**src/design/ccsoc_pkg.sv**
```systemverilog
// Shared types, constants and codes for the coulomb-counting SOC estimator.
`default_nettype none
package ccsoc_pkg;

    localparam int CHARGE_BITS_DEF = 48;

    // Capacity in mA*ms: 16-bit mAh times 3600000 fits in 38 bits
    localparam int CAP_BITS = 38;
    localparam int MS_BITS  = 22;
    localparam logic [MS_BITS-1:0] MS_PER_HOUR = 22'd3600000;

    localparam int Q_BITS   = 16;
    localparam int SOC_BITS = 17;
    localparam logic [SOC_BITS-1:0] SOC_ONE = 17'd65536;

    localparam int CFG_IDX_BITS  = 2;
    localparam int CFG_DATA_BITS = 32;

    localparam logic [CFG_IDX_BITS-1:0] CFG_CAPACITY  = 2'd0;
    localparam logic [CFG_IDX_BITS-1:0] CFG_THRESHOLD = 2'd1;
    localparam logic [CFG_IDX_BITS-1:0] CFG_HOLD      = 2'd2;

    localparam logic OP_SAMPLE = 1'b0;
    localparam logic OP_RESET  = 1'b1;

    typedef enum logic [2:0] {
        ST_IDLE,
        ST_MUL,
        ST_ACC,
        ST_CHECK,
        ST_DIV,
        ST_FIN
    } ccsoc_state_t;

    typedef struct packed {
        logic start;
    } ccsoc_div_ctl_t;

    typedef struct packed {
        logic busy;
        logic done;
    } ccsoc_div_stat_t;

endpackage
`default_nettype wire

```
**src/design/ccsoc_if.sv**
```systemverilog
// Valid/ready channel interfaces: sample input, result output, config write.
`default_nettype none
interface ccsoc_in_if;
    logic               valid;
    logic               ready;
    logic               op;
    logic signed [15:0] current_ma;
    logic        [15:0] voltage_mv;
    logic signed [15:0] dt_ms;

    modport source (output valid, output op, output current_ma, output voltage_mv,
                    output dt_ms, input ready);
    modport sink   (input valid, input op, input current_ma, input voltage_mv,
                    input dt_ms, output ready);
endinterface

interface ccsoc_out_if;
    logic        valid;
    logic        ready;
    logic [16:0] soc_q16;
    logic        full_reset;

    modport source (output valid, output soc_q16, output full_reset, input ready);
    modport sink   (input valid, input soc_q16, input full_reset, output ready);
endinterface

interface ccsoc_cfg_if;
    logic        valid;
    logic        ready;
    logic [1:0]  index;
    logic [31:0] data;

    modport source (output valid, output index, output data, input ready);
    modport sink   (input valid, input index, input data, output ready);
endinterface
`default_nettype wire

```
**src/design/coulomb_counter_soc_cv_reset.sv**
```systemverilog
// Top level of the coulomb-counting state-of-charge estimator.
`default_nettype none
// Coulomb-counting state-of-charge estimator. Each accepted sample adds
// current_ma * dt_ms (negative steps count as zero) into a saturating signed
// charge accumulator in mA*ms, unless the constant-voltage timer (sum of steps
// while voltage_mv is at or above cv_threshold_mv, cleared below it, saturating
// at 2^32-1) has reached cv_hold_ms, in which case the charge is cleared and
// full_reset is set. One result follows every item: soc_q16 = floor(65536 *
// (C + charge) / C) with C = capacity_mah * 3600000, clamped to 0..65536.
// A reset item (op = 1) clears charge and timer and returns 65536 through
// ST_FIN to the output register. A sample passes ST_MUL, ST_ACC, ST_CHECK and
// ST_FIN when the charge is non-negative or at or beyond a full deficit, and
// also ST_DIV when the SOC lies strictly between 0 and 1: there the restoring
// divider delivers one quotient bit per cycle, 16 bits in all. The sample port is
// ready only while the sequencer is idle; the result sits in an output
// register, so the next sample is taken while it still waits downstream.
// Config writes are always accepted; write them only while the block is idle.
module coulomb_counter_soc_cv_reset
    import ccsoc_pkg::*;
#(
    parameter int CHARGE_BITS = CHARGE_BITS_DEF
)
(
    input  wire logic  clk,
    input  wire logic  rst_n,
    ccsoc_in_if.sink   sample,
    ccsoc_out_if.source result,
    ccsoc_cfg_if.sink  cfg
);

    localparam int CB = CHARGE_BITS;
    localparam logic signed [CB-1:0] CHARGE_MAX = {1'b0, {(CB-1){1'b1}}};
    localparam logic signed [CB-1:0] CHARGE_MIN = {1'b1, {(CB-1){1'b0}}};

    // Configuration registers
    logic [15:0] capacity_reg;
    logic [15:0] threshold_reg;
    logic [31:0] hold_reg;

    // Sequencer and estimator state
    ccsoc_state_t         state_reg, state_next;
    logic signed [CB-1:0] charge_reg, charge_next;
    logic [31:0]          cv_reg, cv_next;

    // Working registers for one sample
    logic signed [15:0]   cur_reg, cur_next;
    logic [15:0]          volt_reg, volt_next;
    logic [14:0]          dt_reg, dt_next;
    logic signed [31:0]   delta_reg, delta_next;
    logic [CAP_BITS-1:0]  cap_reg, cap_next;
    logic                 full_reg, full_next;
    logic [SOC_BITS-1:0]  soc_reg, soc_next;

    // Output register
    logic                 out_valid_reg, out_valid_next;
    logic [SOC_BITS-1:0]  out_soc_reg, out_soc_next;
    logic                 out_full_reg, out_full_next;

    // Divider hookup
    ccsoc_div_ctl_t       div_ctl;
    ccsoc_div_stat_t      div_stat;
    logic [CAP_BITS-1:0]  div_rem_init;
    logic [Q_BITS-1:0]    div_quo;

    logic                 in_fire;
    logic [32:0]          cv_sum;
    logic signed [CB:0]   charge_sum;
    logic [CB:0]          deficit;

    assign in_fire      = sample.valid && sample.ready;
    assign sample.ready = (state_reg == ST_IDLE);
    assign cfg.ready    = 1'b1;

    assign cv_sum     = {1'b0, cv_reg} + {18'b0, dt_reg};
    assign charge_sum = {charge_reg[CB-1], charge_reg}
                      + {{(CB+1-32){delta_reg[31]}}, delta_reg};
    // Deficit as a positive magnitude; one extra bit covers the minimum charge
    assign deficit    = {(CB+1){1'b0}} - {charge_reg[CB-1], charge_reg};

    always_comb
    begin
        state_next     = state_reg;
        charge_next    = charge_reg;
        cv_next        = cv_reg;
        cur_next       = cur_reg;
        volt_next      = volt_reg;
        dt_next        = dt_reg;
        delta_next     = delta_reg;
        cap_next       = cap_reg;
        full_next      = full_reg;
        soc_next       = soc_reg;
        out_valid_next = out_valid_reg;
        out_soc_next   = out_soc_reg;
        out_full_next  = out_full_reg;
        div_ctl.start  = 1'b0;
        div_rem_init   = '0;

        // Drop the result once the sink takes it
        if (out_valid_reg && result.ready)
        begin
            out_valid_next = 1'b0;
        end

        case (state_reg)
            ST_IDLE:
            begin
                if (in_fire)
                begin
                    if (sample.op == OP_RESET)
                    begin
                        charge_next = '0;
                        cv_next     = '0;
                        soc_next    = SOC_ONE;
                        full_next   = 1'b0;
                        state_next  = ST_FIN;
                    end
                    else
                    begin
                        cur_next   = sample.current_ma;
                        volt_next  = sample.voltage_mv;
                        // Clamp a negative step to zero
                        dt_next    = sample.dt_ms[15] ? 15'd0 : sample.dt_ms[14:0];
                        state_next = ST_MUL;
                    end
                end
            end
            ST_MUL:
            begin
                delta_next = 32'(cur_reg) * 32'($signed({1'b0, dt_reg}));
                cap_next   = {{(CAP_BITS-16){1'b0}}, capacity_reg}
                           * {{(CAP_BITS-MS_BITS){1'b0}}, MS_PER_HOUR};
                if (volt_reg >= threshold_reg)
                begin
                    cv_next = cv_sum[32] ? 32'hFFFF_FFFF : cv_sum[31:0];
                end
                else
                begin
                    cv_next = '0;
                end
                state_next = ST_ACC;
            end
            ST_ACC:
            begin
                if (cv_reg >= hold_reg)
                begin
                    charge_next = '0;
                    full_next   = 1'b1;
                end
                else
                begin
                    full_next = 1'b0;
                    if (charge_sum[CB] != charge_sum[CB-1])
                    begin
                        charge_next = charge_sum[CB] ? CHARGE_MIN : CHARGE_MAX;
                    end
                    else
                    begin
                        charge_next = charge_sum[CB-1:0];
                    end
                end
                state_next = ST_CHECK;
            end
            ST_CHECK:
            begin
                if (!charge_reg[CB-1])
                begin
                    soc_next   = SOC_ONE;
                    state_next = ST_FIN;
                end
                else if (deficit >= {{(CB+1-CAP_BITS){1'b0}}, cap_reg})
                begin
                    soc_next   = '0;
                    state_next = ST_FIN;
                end
                else
                begin
                    div_ctl.start = 1'b1;
                    div_rem_init  = cap_reg - deficit[CAP_BITS-1:0];
                    state_next    = ST_DIV;
                end
            end
            ST_DIV:
            begin
                if (div_stat.done)
                begin
                    soc_next   = {1'b0, div_quo};
                    state_next = ST_FIN;
                end
            end
            ST_FIN:
            begin
                // Hold until the output register is free
                if (!out_valid_reg || result.ready)
                begin
                    out_valid_next = 1'b1;
                    out_soc_next   = soc_reg;
                    out_full_next  = full_reg;
                    state_next     = ST_IDLE;
                end
            end
            default:
            begin
                state_next = ST_IDLE;
            end
        endcase
    end

    ccsoc_div u_div (
        .clk      (clk),
        .rst_n    (rst_n),
        .ctl      (div_ctl),
        .rem_init (div_rem_init),
        .divisor  (cap_reg),
        .stat     (div_stat),
        .quotient (div_quo)
    );

    always_ff @(posedge clk or negedge rst_n)
    begin
        if (!rst_n)
        begin
            state_reg     <= ST_IDLE;
            charge_reg    <= '0;
            cv_reg        <= '0;
            out_valid_reg <= 1'b0;
        end
        else
        begin
            state_reg     <= state_next;
            charge_reg    <= charge_next;
            cv_reg        <= cv_next;
            out_valid_reg <= out_valid_next;
        end
    end

    always_ff @(posedge clk)
    begin
        cur_reg      <= cur_next;
        volt_reg     <= volt_next;
        dt_reg       <= dt_next;
        delta_reg    <= delta_next;
        cap_reg      <= cap_next;
        full_reg     <= full_next;
        soc_reg      <= soc_next;
        out_soc_reg  <= out_soc_next;
        out_full_reg <= out_full_next;
    end

    // Config write transactions; indexes past the list are ignored
    always_ff @(posedge clk or negedge rst_n)
    begin
        if (!rst_n)
        begin
            capacity_reg  <= 16'd1800;
            threshold_reg <= 16'd3630;
            hold_reg      <= 32'd300000;
        end
        else if (cfg.valid && cfg.ready)
        begin
            case (cfg.index)
                CFG_CAPACITY:  capacity_reg  <= cfg.data[15:0];
                CFG_THRESHOLD: threshold_reg <= cfg.data[15:0];
                CFG_HOLD:      hold_reg      <= cfg.data;
                default:       ;
            endcase
        end
    end

    assign result.valid      = out_valid_reg;
    assign result.soc_q16    = out_soc_reg;
    assign result.full_reset = out_full_reg;

endmodule
`default_nettype wire

```
**src/design/ccsoc_div.sv**
```systemverilog
// Restoring divider: one quotient bit per cycle of (rem << Q_BITS) / divisor.
`default_nettype none
module ccsoc_div
    import ccsoc_pkg::*;
(
    input  wire logic                 clk,
    input  wire logic                 rst_n,
    input  wire ccsoc_div_ctl_t       ctl,
    input  wire logic [CAP_BITS-1:0]  rem_init,
    input  wire logic [CAP_BITS-1:0]  divisor,
    output      ccsoc_div_stat_t      stat,
    output      logic [Q_BITS-1:0]    quotient
);

    localparam int CNT_BITS = $clog2(Q_BITS + 1);

    logic [CAP_BITS-1:0] rem_reg, rem_next;
    logic [CAP_BITS-1:0] div_reg, div_next;
    logic [Q_BITS-1:0]   quo_reg, quo_next;
    logic [CNT_BITS-1:0] cnt_reg, cnt_next;
    logic                busy_reg, busy_next;
    logic                done_reg, done_next;

    logic [CAP_BITS:0]   rem2;
    logic                ge;

    // Shared compare/subtract step
    assign rem2 = {rem_reg, 1'b0};
    assign ge   = (rem2 >= {1'b0, div_reg});

    always_comb
    begin
        rem_next  = rem_reg;
        div_next  = div_reg;
        quo_next  = quo_reg;
        cnt_next  = cnt_reg;
        busy_next = busy_reg;
        done_next = 1'b0;
        if (ctl.start)
        begin
            rem_next  = rem_init;
            div_next  = divisor;
            quo_next  = '0;
            cnt_next  = CNT_BITS'(Q_BITS);
            busy_next = 1'b1;
        end
        else if (busy_reg)
        begin
            // Remainder stays below the divisor, so the top bit drops safely
            rem_next = ge ? CAP_BITS'(rem2 - {1'b0, div_reg}) : rem2[CAP_BITS-1:0];
            quo_next = {quo_reg[Q_BITS-2:0], ge};
            cnt_next = cnt_reg - CNT_BITS'(1);
            if (cnt_reg == CNT_BITS'(1))
            begin
                busy_next = 1'b0;
                done_next = 1'b1;
            end
        end
    end

    always_ff @(posedge clk or negedge rst_n)
    begin
        if (!rst_n)
        begin
            cnt_reg  <= '0;
            busy_reg <= 1'b0;
            done_reg <= 1'b0;
        end
        else
        begin
            cnt_reg  <= cnt_next;
            busy_reg <= busy_next;
            done_reg <= done_next;
        end
    end

    always_ff @(posedge clk)
    begin
        rem_reg <= rem_next;
        div_reg <= div_next;
        quo_reg <= quo_next;
    end

    assign stat.busy = busy_reg;
    assign stat.done = done_reg;
    assign quotient  = quo_reg;

endmodule
`default_nettype wire

```
**src/flat_wrapper.sv**
```systemverilog
// flat-port wrapper written by rule: the top's interface ports become plain ports
module coulomb_counter_soc_cv_reset_flat import ccsoc_pkg::*;
#(
    parameter int CHARGE_BITS = CHARGE_BITS_DEF
)
  (clk, rst_n, sample_valid, sample_op, sample_current_ma, sample_voltage_mv, sample_dt_ms, sample_ready, result_valid, result_soc_q16, result_full_reset, result_ready, cfg_valid, cfg_index, cfg_data, cfg_ready);
  ccsoc_in_if sample_i ();
  ccsoc_out_if result_i ();
  ccsoc_cfg_if cfg_i ();
  input  wire logic clk;
  input  wire logic rst_n;
  input wire logic [$bits(sample_i.valid)-1:0] sample_valid;
  input wire logic [$bits(sample_i.op)-1:0] sample_op;
  input wire logic [$bits(sample_i.current_ma)-1:0] sample_current_ma;
  input wire logic [$bits(sample_i.voltage_mv)-1:0] sample_voltage_mv;
  input wire logic [$bits(sample_i.dt_ms)-1:0] sample_dt_ms;
  output wire logic [$bits(sample_i.ready)-1:0] sample_ready;
  output wire logic [$bits(result_i.valid)-1:0] result_valid;
  output wire logic [$bits(result_i.soc_q16)-1:0] result_soc_q16;
  output wire logic [$bits(result_i.full_reset)-1:0] result_full_reset;
  input wire logic [$bits(result_i.ready)-1:0] result_ready;
  input wire logic [$bits(cfg_i.valid)-1:0] cfg_valid;
  input wire logic [$bits(cfg_i.index)-1:0] cfg_index;
  input wire logic [$bits(cfg_i.data)-1:0] cfg_data;
  output wire logic [$bits(cfg_i.ready)-1:0] cfg_ready;
  assign sample_i.valid = sample_valid;
  assign sample_i.op = sample_op;
  assign sample_i.current_ma = sample_current_ma;
  assign sample_i.voltage_mv = sample_voltage_mv;
  assign sample_i.dt_ms = sample_dt_ms;
  assign sample_ready = sample_i.ready;
  assign result_valid = result_i.valid;
  assign result_soc_q16 = result_i.soc_q16;
  assign result_full_reset = result_i.full_reset;
  assign result_i.ready = result_ready;
  assign cfg_i.valid = cfg_valid;
  assign cfg_i.index = cfg_index;
  assign cfg_i.data = cfg_data;
  assign cfg_ready = cfg_i.ready;
  coulomb_counter_soc_cv_reset #(.CHARGE_BITS(CHARGE_BITS)) u_core (.clk(clk), .rst_n(rst_n), .sample(sample_i), .result(result_i), .cfg(cfg_i));
endmodule
```
**config.mk**
```make
export PLATFORM = sky130hd
export DESIGN_NAME = coulomb_counter_soc_cv_reset_flat
export DESIGN_NICKNAME = d
export VERILOG_FILES = /design/src/design/ccsoc_pkg.sv /design/src/design/ccsoc_if.sv /design/src/design/coulomb_counter_soc_cv_reset.sv /design/src/design/ccsoc_div.sv /design/src/flat_wrapper.sv
export SDC_FILE = /design/constraint.sdc
export NUM_CORES = 2
export LEC_CHECK = 0
export CORE_MARGIN = 5
export CORE_UTILIZATION = 35
export CTS_BUF_LIST = sky130_fd_sc_hd__clkbuf_4 sky130_fd_sc_hd__clkbuf_8
export CTS_CLUSTER_DIAMETER = 120
export CTS_CLUSTER_SIZE = 14
export DETAILED_ROUTE_END_ITERATION = 16
export DONT_BUFFER_PORTS = 1
export HOLD_SLACK_MARGIN = 0.03
export PLACE_DENSITY_LB_ADDON = 0.1
export RECOVER_POWER = 25
export SKIP_LAST_GASP = 1
export SLEW_MARGIN = 15
export SYNTH_ARGS = -nofsm -noshare
export SYNTH_HDL_FRONTEND = slang
export SYNTH_SLANG_ARGS = --single-unit
```
**constraint.sdc**
```tcl
create_clock -name clk -period 8.45 [get_ports clk]
set_input_delay 0.4225 -clock clk [delete_from_list [all_inputs] [get_ports clk]]
set_output_delay 0.4225 -clock clk [all_outputs]
set_load 0.01 [all_outputs]
```
==> results.tsv <==
stage	metric	value	unit
synthesis	synth_top_area_frac	0.1881	
sta	tns	0	ns
synthesis	ys_ff_latch	386	
synthesis	synthArstFlopShare	0.4016	
status	violations	max-capacitance violations, max-slew violations	
synthesis	syn_nets	4871	
drt	firstDrtPassIters	5	
clocking	cts_sinks	386	
grt	grtUsageTotal	0.1761	
hold_path	hp-class	in -> reg	
status	status	finished with violations	
synthesis	synthSimpleGateAreaFrac	0.1259	
sta	worst_slack	1.031	ns
worst_setup_path	crit_path_max_fanout	17	
clocking	clockBufferDepth	3	
sta	rsz0062_at_grt	false	
sta	min_period_over_period	0.8780	
sta	tightest_slew	4.422	ns
drt	wl	103200	um
synthesis	synth_compound_area_frac	0.1260	
grt	overflow	0	
floorplanning	rows	122	
clocking	root_buffer	clkbuf_8	
drt	wire_per_inst	18.58	um
worst_setup_path	endpoint_kind	flip-flop	
worst_setup_path	slowest_stage	a2111oi_0	
worst_setup_path	worstSetupStartpointType	flip-flop	
drt	route.detailed.drc	0	
placement	io_buffers	0	
worst_setup_path	crit_family	adder cells	
clocking	cts_buffers	34	
synthesis	synth_cells	4016	
synthesis	ys_types	88	
placement	hpwl	81560	um
grt	grt_pass1_vias	27950	
floorplanning	start_util	0.3515	
sta	setup_viol	0	
synthesis	synth-edff-count	215	
grt	grt_use_met2	0.2816	
clocking	cts_tree	yes	
synthesis	synth.mux.area_fraction	0.02828	
placement	dp_slack	1.020	ns
synthesis	yosys_warnings	0	
flow_run	maxCapViolations	2	
synthesis	ys.flop_type	edfxtp_1	
cells_and_area	area_delta_synth_final	7.989	%
floorplanning	core	110500	um^2
worst_setup_path	critPathMostFrequentCell	fa_1	
sta	fin_skew	0.03998	ns
grt	grtUsageMet1	0.2580	
placement	gp_congestion	0.8350	
synthesis	synth_xor_area_frac	0.04912	
clocking	clkLatencyLatePin	0.65	ns
synthesis	synth_area_per_cell	9.672	um^2
sta	slew_violations	189	
synthesis	synth_top_family_by_area	adder cells	
sta	max_freq	134.8	MHz
worst_setup_path	arrival	7.78	ns
grt	met3_usage	0.02337	
grt	grt.busiest_layer	met2	
grt	grt_first_pass_wirelength	164000	um
drt	drt-initial-drc-count	1375	
sta	fin_crit	7.419	ns
worst_setup_path	cpPeakStageDelay	0.75	ns
cells_and_area	final_nets	4890	
cells_and_area	largest_reg_flops	48	
worst_setup_path	cp_data_required_time	8.81	ns
drt	vias_per_cell	4.846	
clocking	htreeDepth	2	
cells_and_area	drive_above_1_share	0.05467	
floorplanning	die-area	117700	um^2
worst_setup_path	crit_buf_inv	5	
grt	antenna_found_initial	10	
synthesis	yosys.area.top_type	fa_1	
sta	hold_viol_final	0	
drt	antenna_left	0	
synthesis	synth_common_cells	inv_1 (667), ha_1 (402), fa_1 (365), nand2_1 (305), nor2_1 (223)	
floorplanning	die_w	343.1	um
synthesis	synthTopCellsByArea	fa_1 (19%), edfxtp_1 (17%), ha_1 (13%)	
drt	dr_total_vias	26930	
synthesis	synth_area	38840	um^2
synthesis	yosysMostFrequentCell	inv_1	
clocking	cts_setup_buffers	0	
clocking	path_clk_slew	0.09	ns
synthesis	ys_seq_area_frac	0.2749	
worst_setup_path	crit_type	reg -> reg	
floorplanning	fp.dieH	343.1	um
synthesis	synth-adder-area-share	0.3176	
cells_and_area	fin_util	0.3795	
grt	grt_max_degree	156	
sta	max_slew_margin	-1.948	
floorplanning	io_pins	109	
worst_setup_path	worstPathCellList	and2_1 -> fa_1 -> inv_1 -> fa_1 -> fa_1 -> inv_1 -> ha_1 -> fa_1 -> inv_1 -> fa_1 -> inv_1 -> ha_1 -> a21o_1 -> a21o_1 -> a211oi_1 -> o21ai_0 -> a2111oi_0 -> o31ai_1 -> o41ai_1 -> buf_4 -> o21ai_0 -> o21a_1 -> nor2_1 -> xnor2_1	
## area by class of cell
cell class	instances	area [um^2]
Antenna cell	7	17.52
Multi-Input combinational cell	2841	25170
Inverter	668	2507
Timing Repair Buffer	104	979.7
Clock inverter	4	63.81
Sequential cell	386	10680
Fill cell	11310	68570
Tap cell	1488	1862
Clock buffer	58	666.9
## kinds of logic (layout without fill, tap and decap cells)
kind of cell | count (synthesis) | count (layout)
mux | 102 | 102
fa+ha+maj | 767 | 767
buf+inv | 789 | 834
compound gates | 763 | 763
flops | 386 | 386
simple gates | 991 | 991
other cells | 1 | 8
xor+xnor | 217 | 217
## metal layers
metal  wire length [um]  part of all wire
met2              46240              0.45
met5                 25           0.00024
met4               1864             0.018
met3               3379             0.033
met1              51710              0.50
## placed cells by master, fill, tap and decap left out, types with 40 or more instances in the layout
cell type      count
ha_1             402
a21oi_1          205
nand2b_1          40
edfxtp_1         215
xnor2_1          153
nor2_1           223
nor2b_1           43
inv_1            667
nand2_1          305
nand3_1           44
dfrtp_1          136
fa_1             365
dlygate4sd3_1     82
mux2i_1           40
a21o_1           122
nor3_1            44
xor2_1            63
o21ai_0          176
and2_1           153
mux2_2            61
## final timing paths
check / cells past startpoint / from / slack (ns) / to
min in group asynchronous: 2 / rst_n / 1.83 / u_core.cv_reg[5]
worst min-delay path: 3 / sample_valid / 0.11 / u_core.state_reg[2]
worst max-delay path: 24 / u_core.dt_reg[6] / 1.03 / u_core.delta_reg[31]
worst max register to register: 24 / u_core.dt_reg[6] / 1.03 / u_core.delta_reg[31]
max in group asynchronous: 2 / rst_n / 3.89 / u_core.charge_reg[14]
worst min register to register: 0 / u_core.soc_reg[1] / 0.40 / u_core.result.soc_q16[1]
## worst min-delay path, stage by stage
cell	delay, ns
nor2_1	0.02
a31oi_1	0.14
o22a_1	0.14
## repair_timing
item	in CTS	in global routing
hold buffers	83	0
endpoints found under the hold margin	268	0
gates resized for setup	0	0
## metrics by stage
stage | instance area, um^2 | std cells | hold slack (ns)
floorplan | 38840 | 4016 | 0.1269
global placement | 40380 | 5404 | 0.1779
detailed placement | 40380 | 5404 | 0.1790
CTS | 41950 | 5549 | 0.03867
global route | 41940 | 5553 | 0.06784
finish | 41950 | 5556 | 0.1091
Power is left out: the tool's default activity adds up to more than one toggle a clock period on the data nets, which glitch-free logic cannot reach.
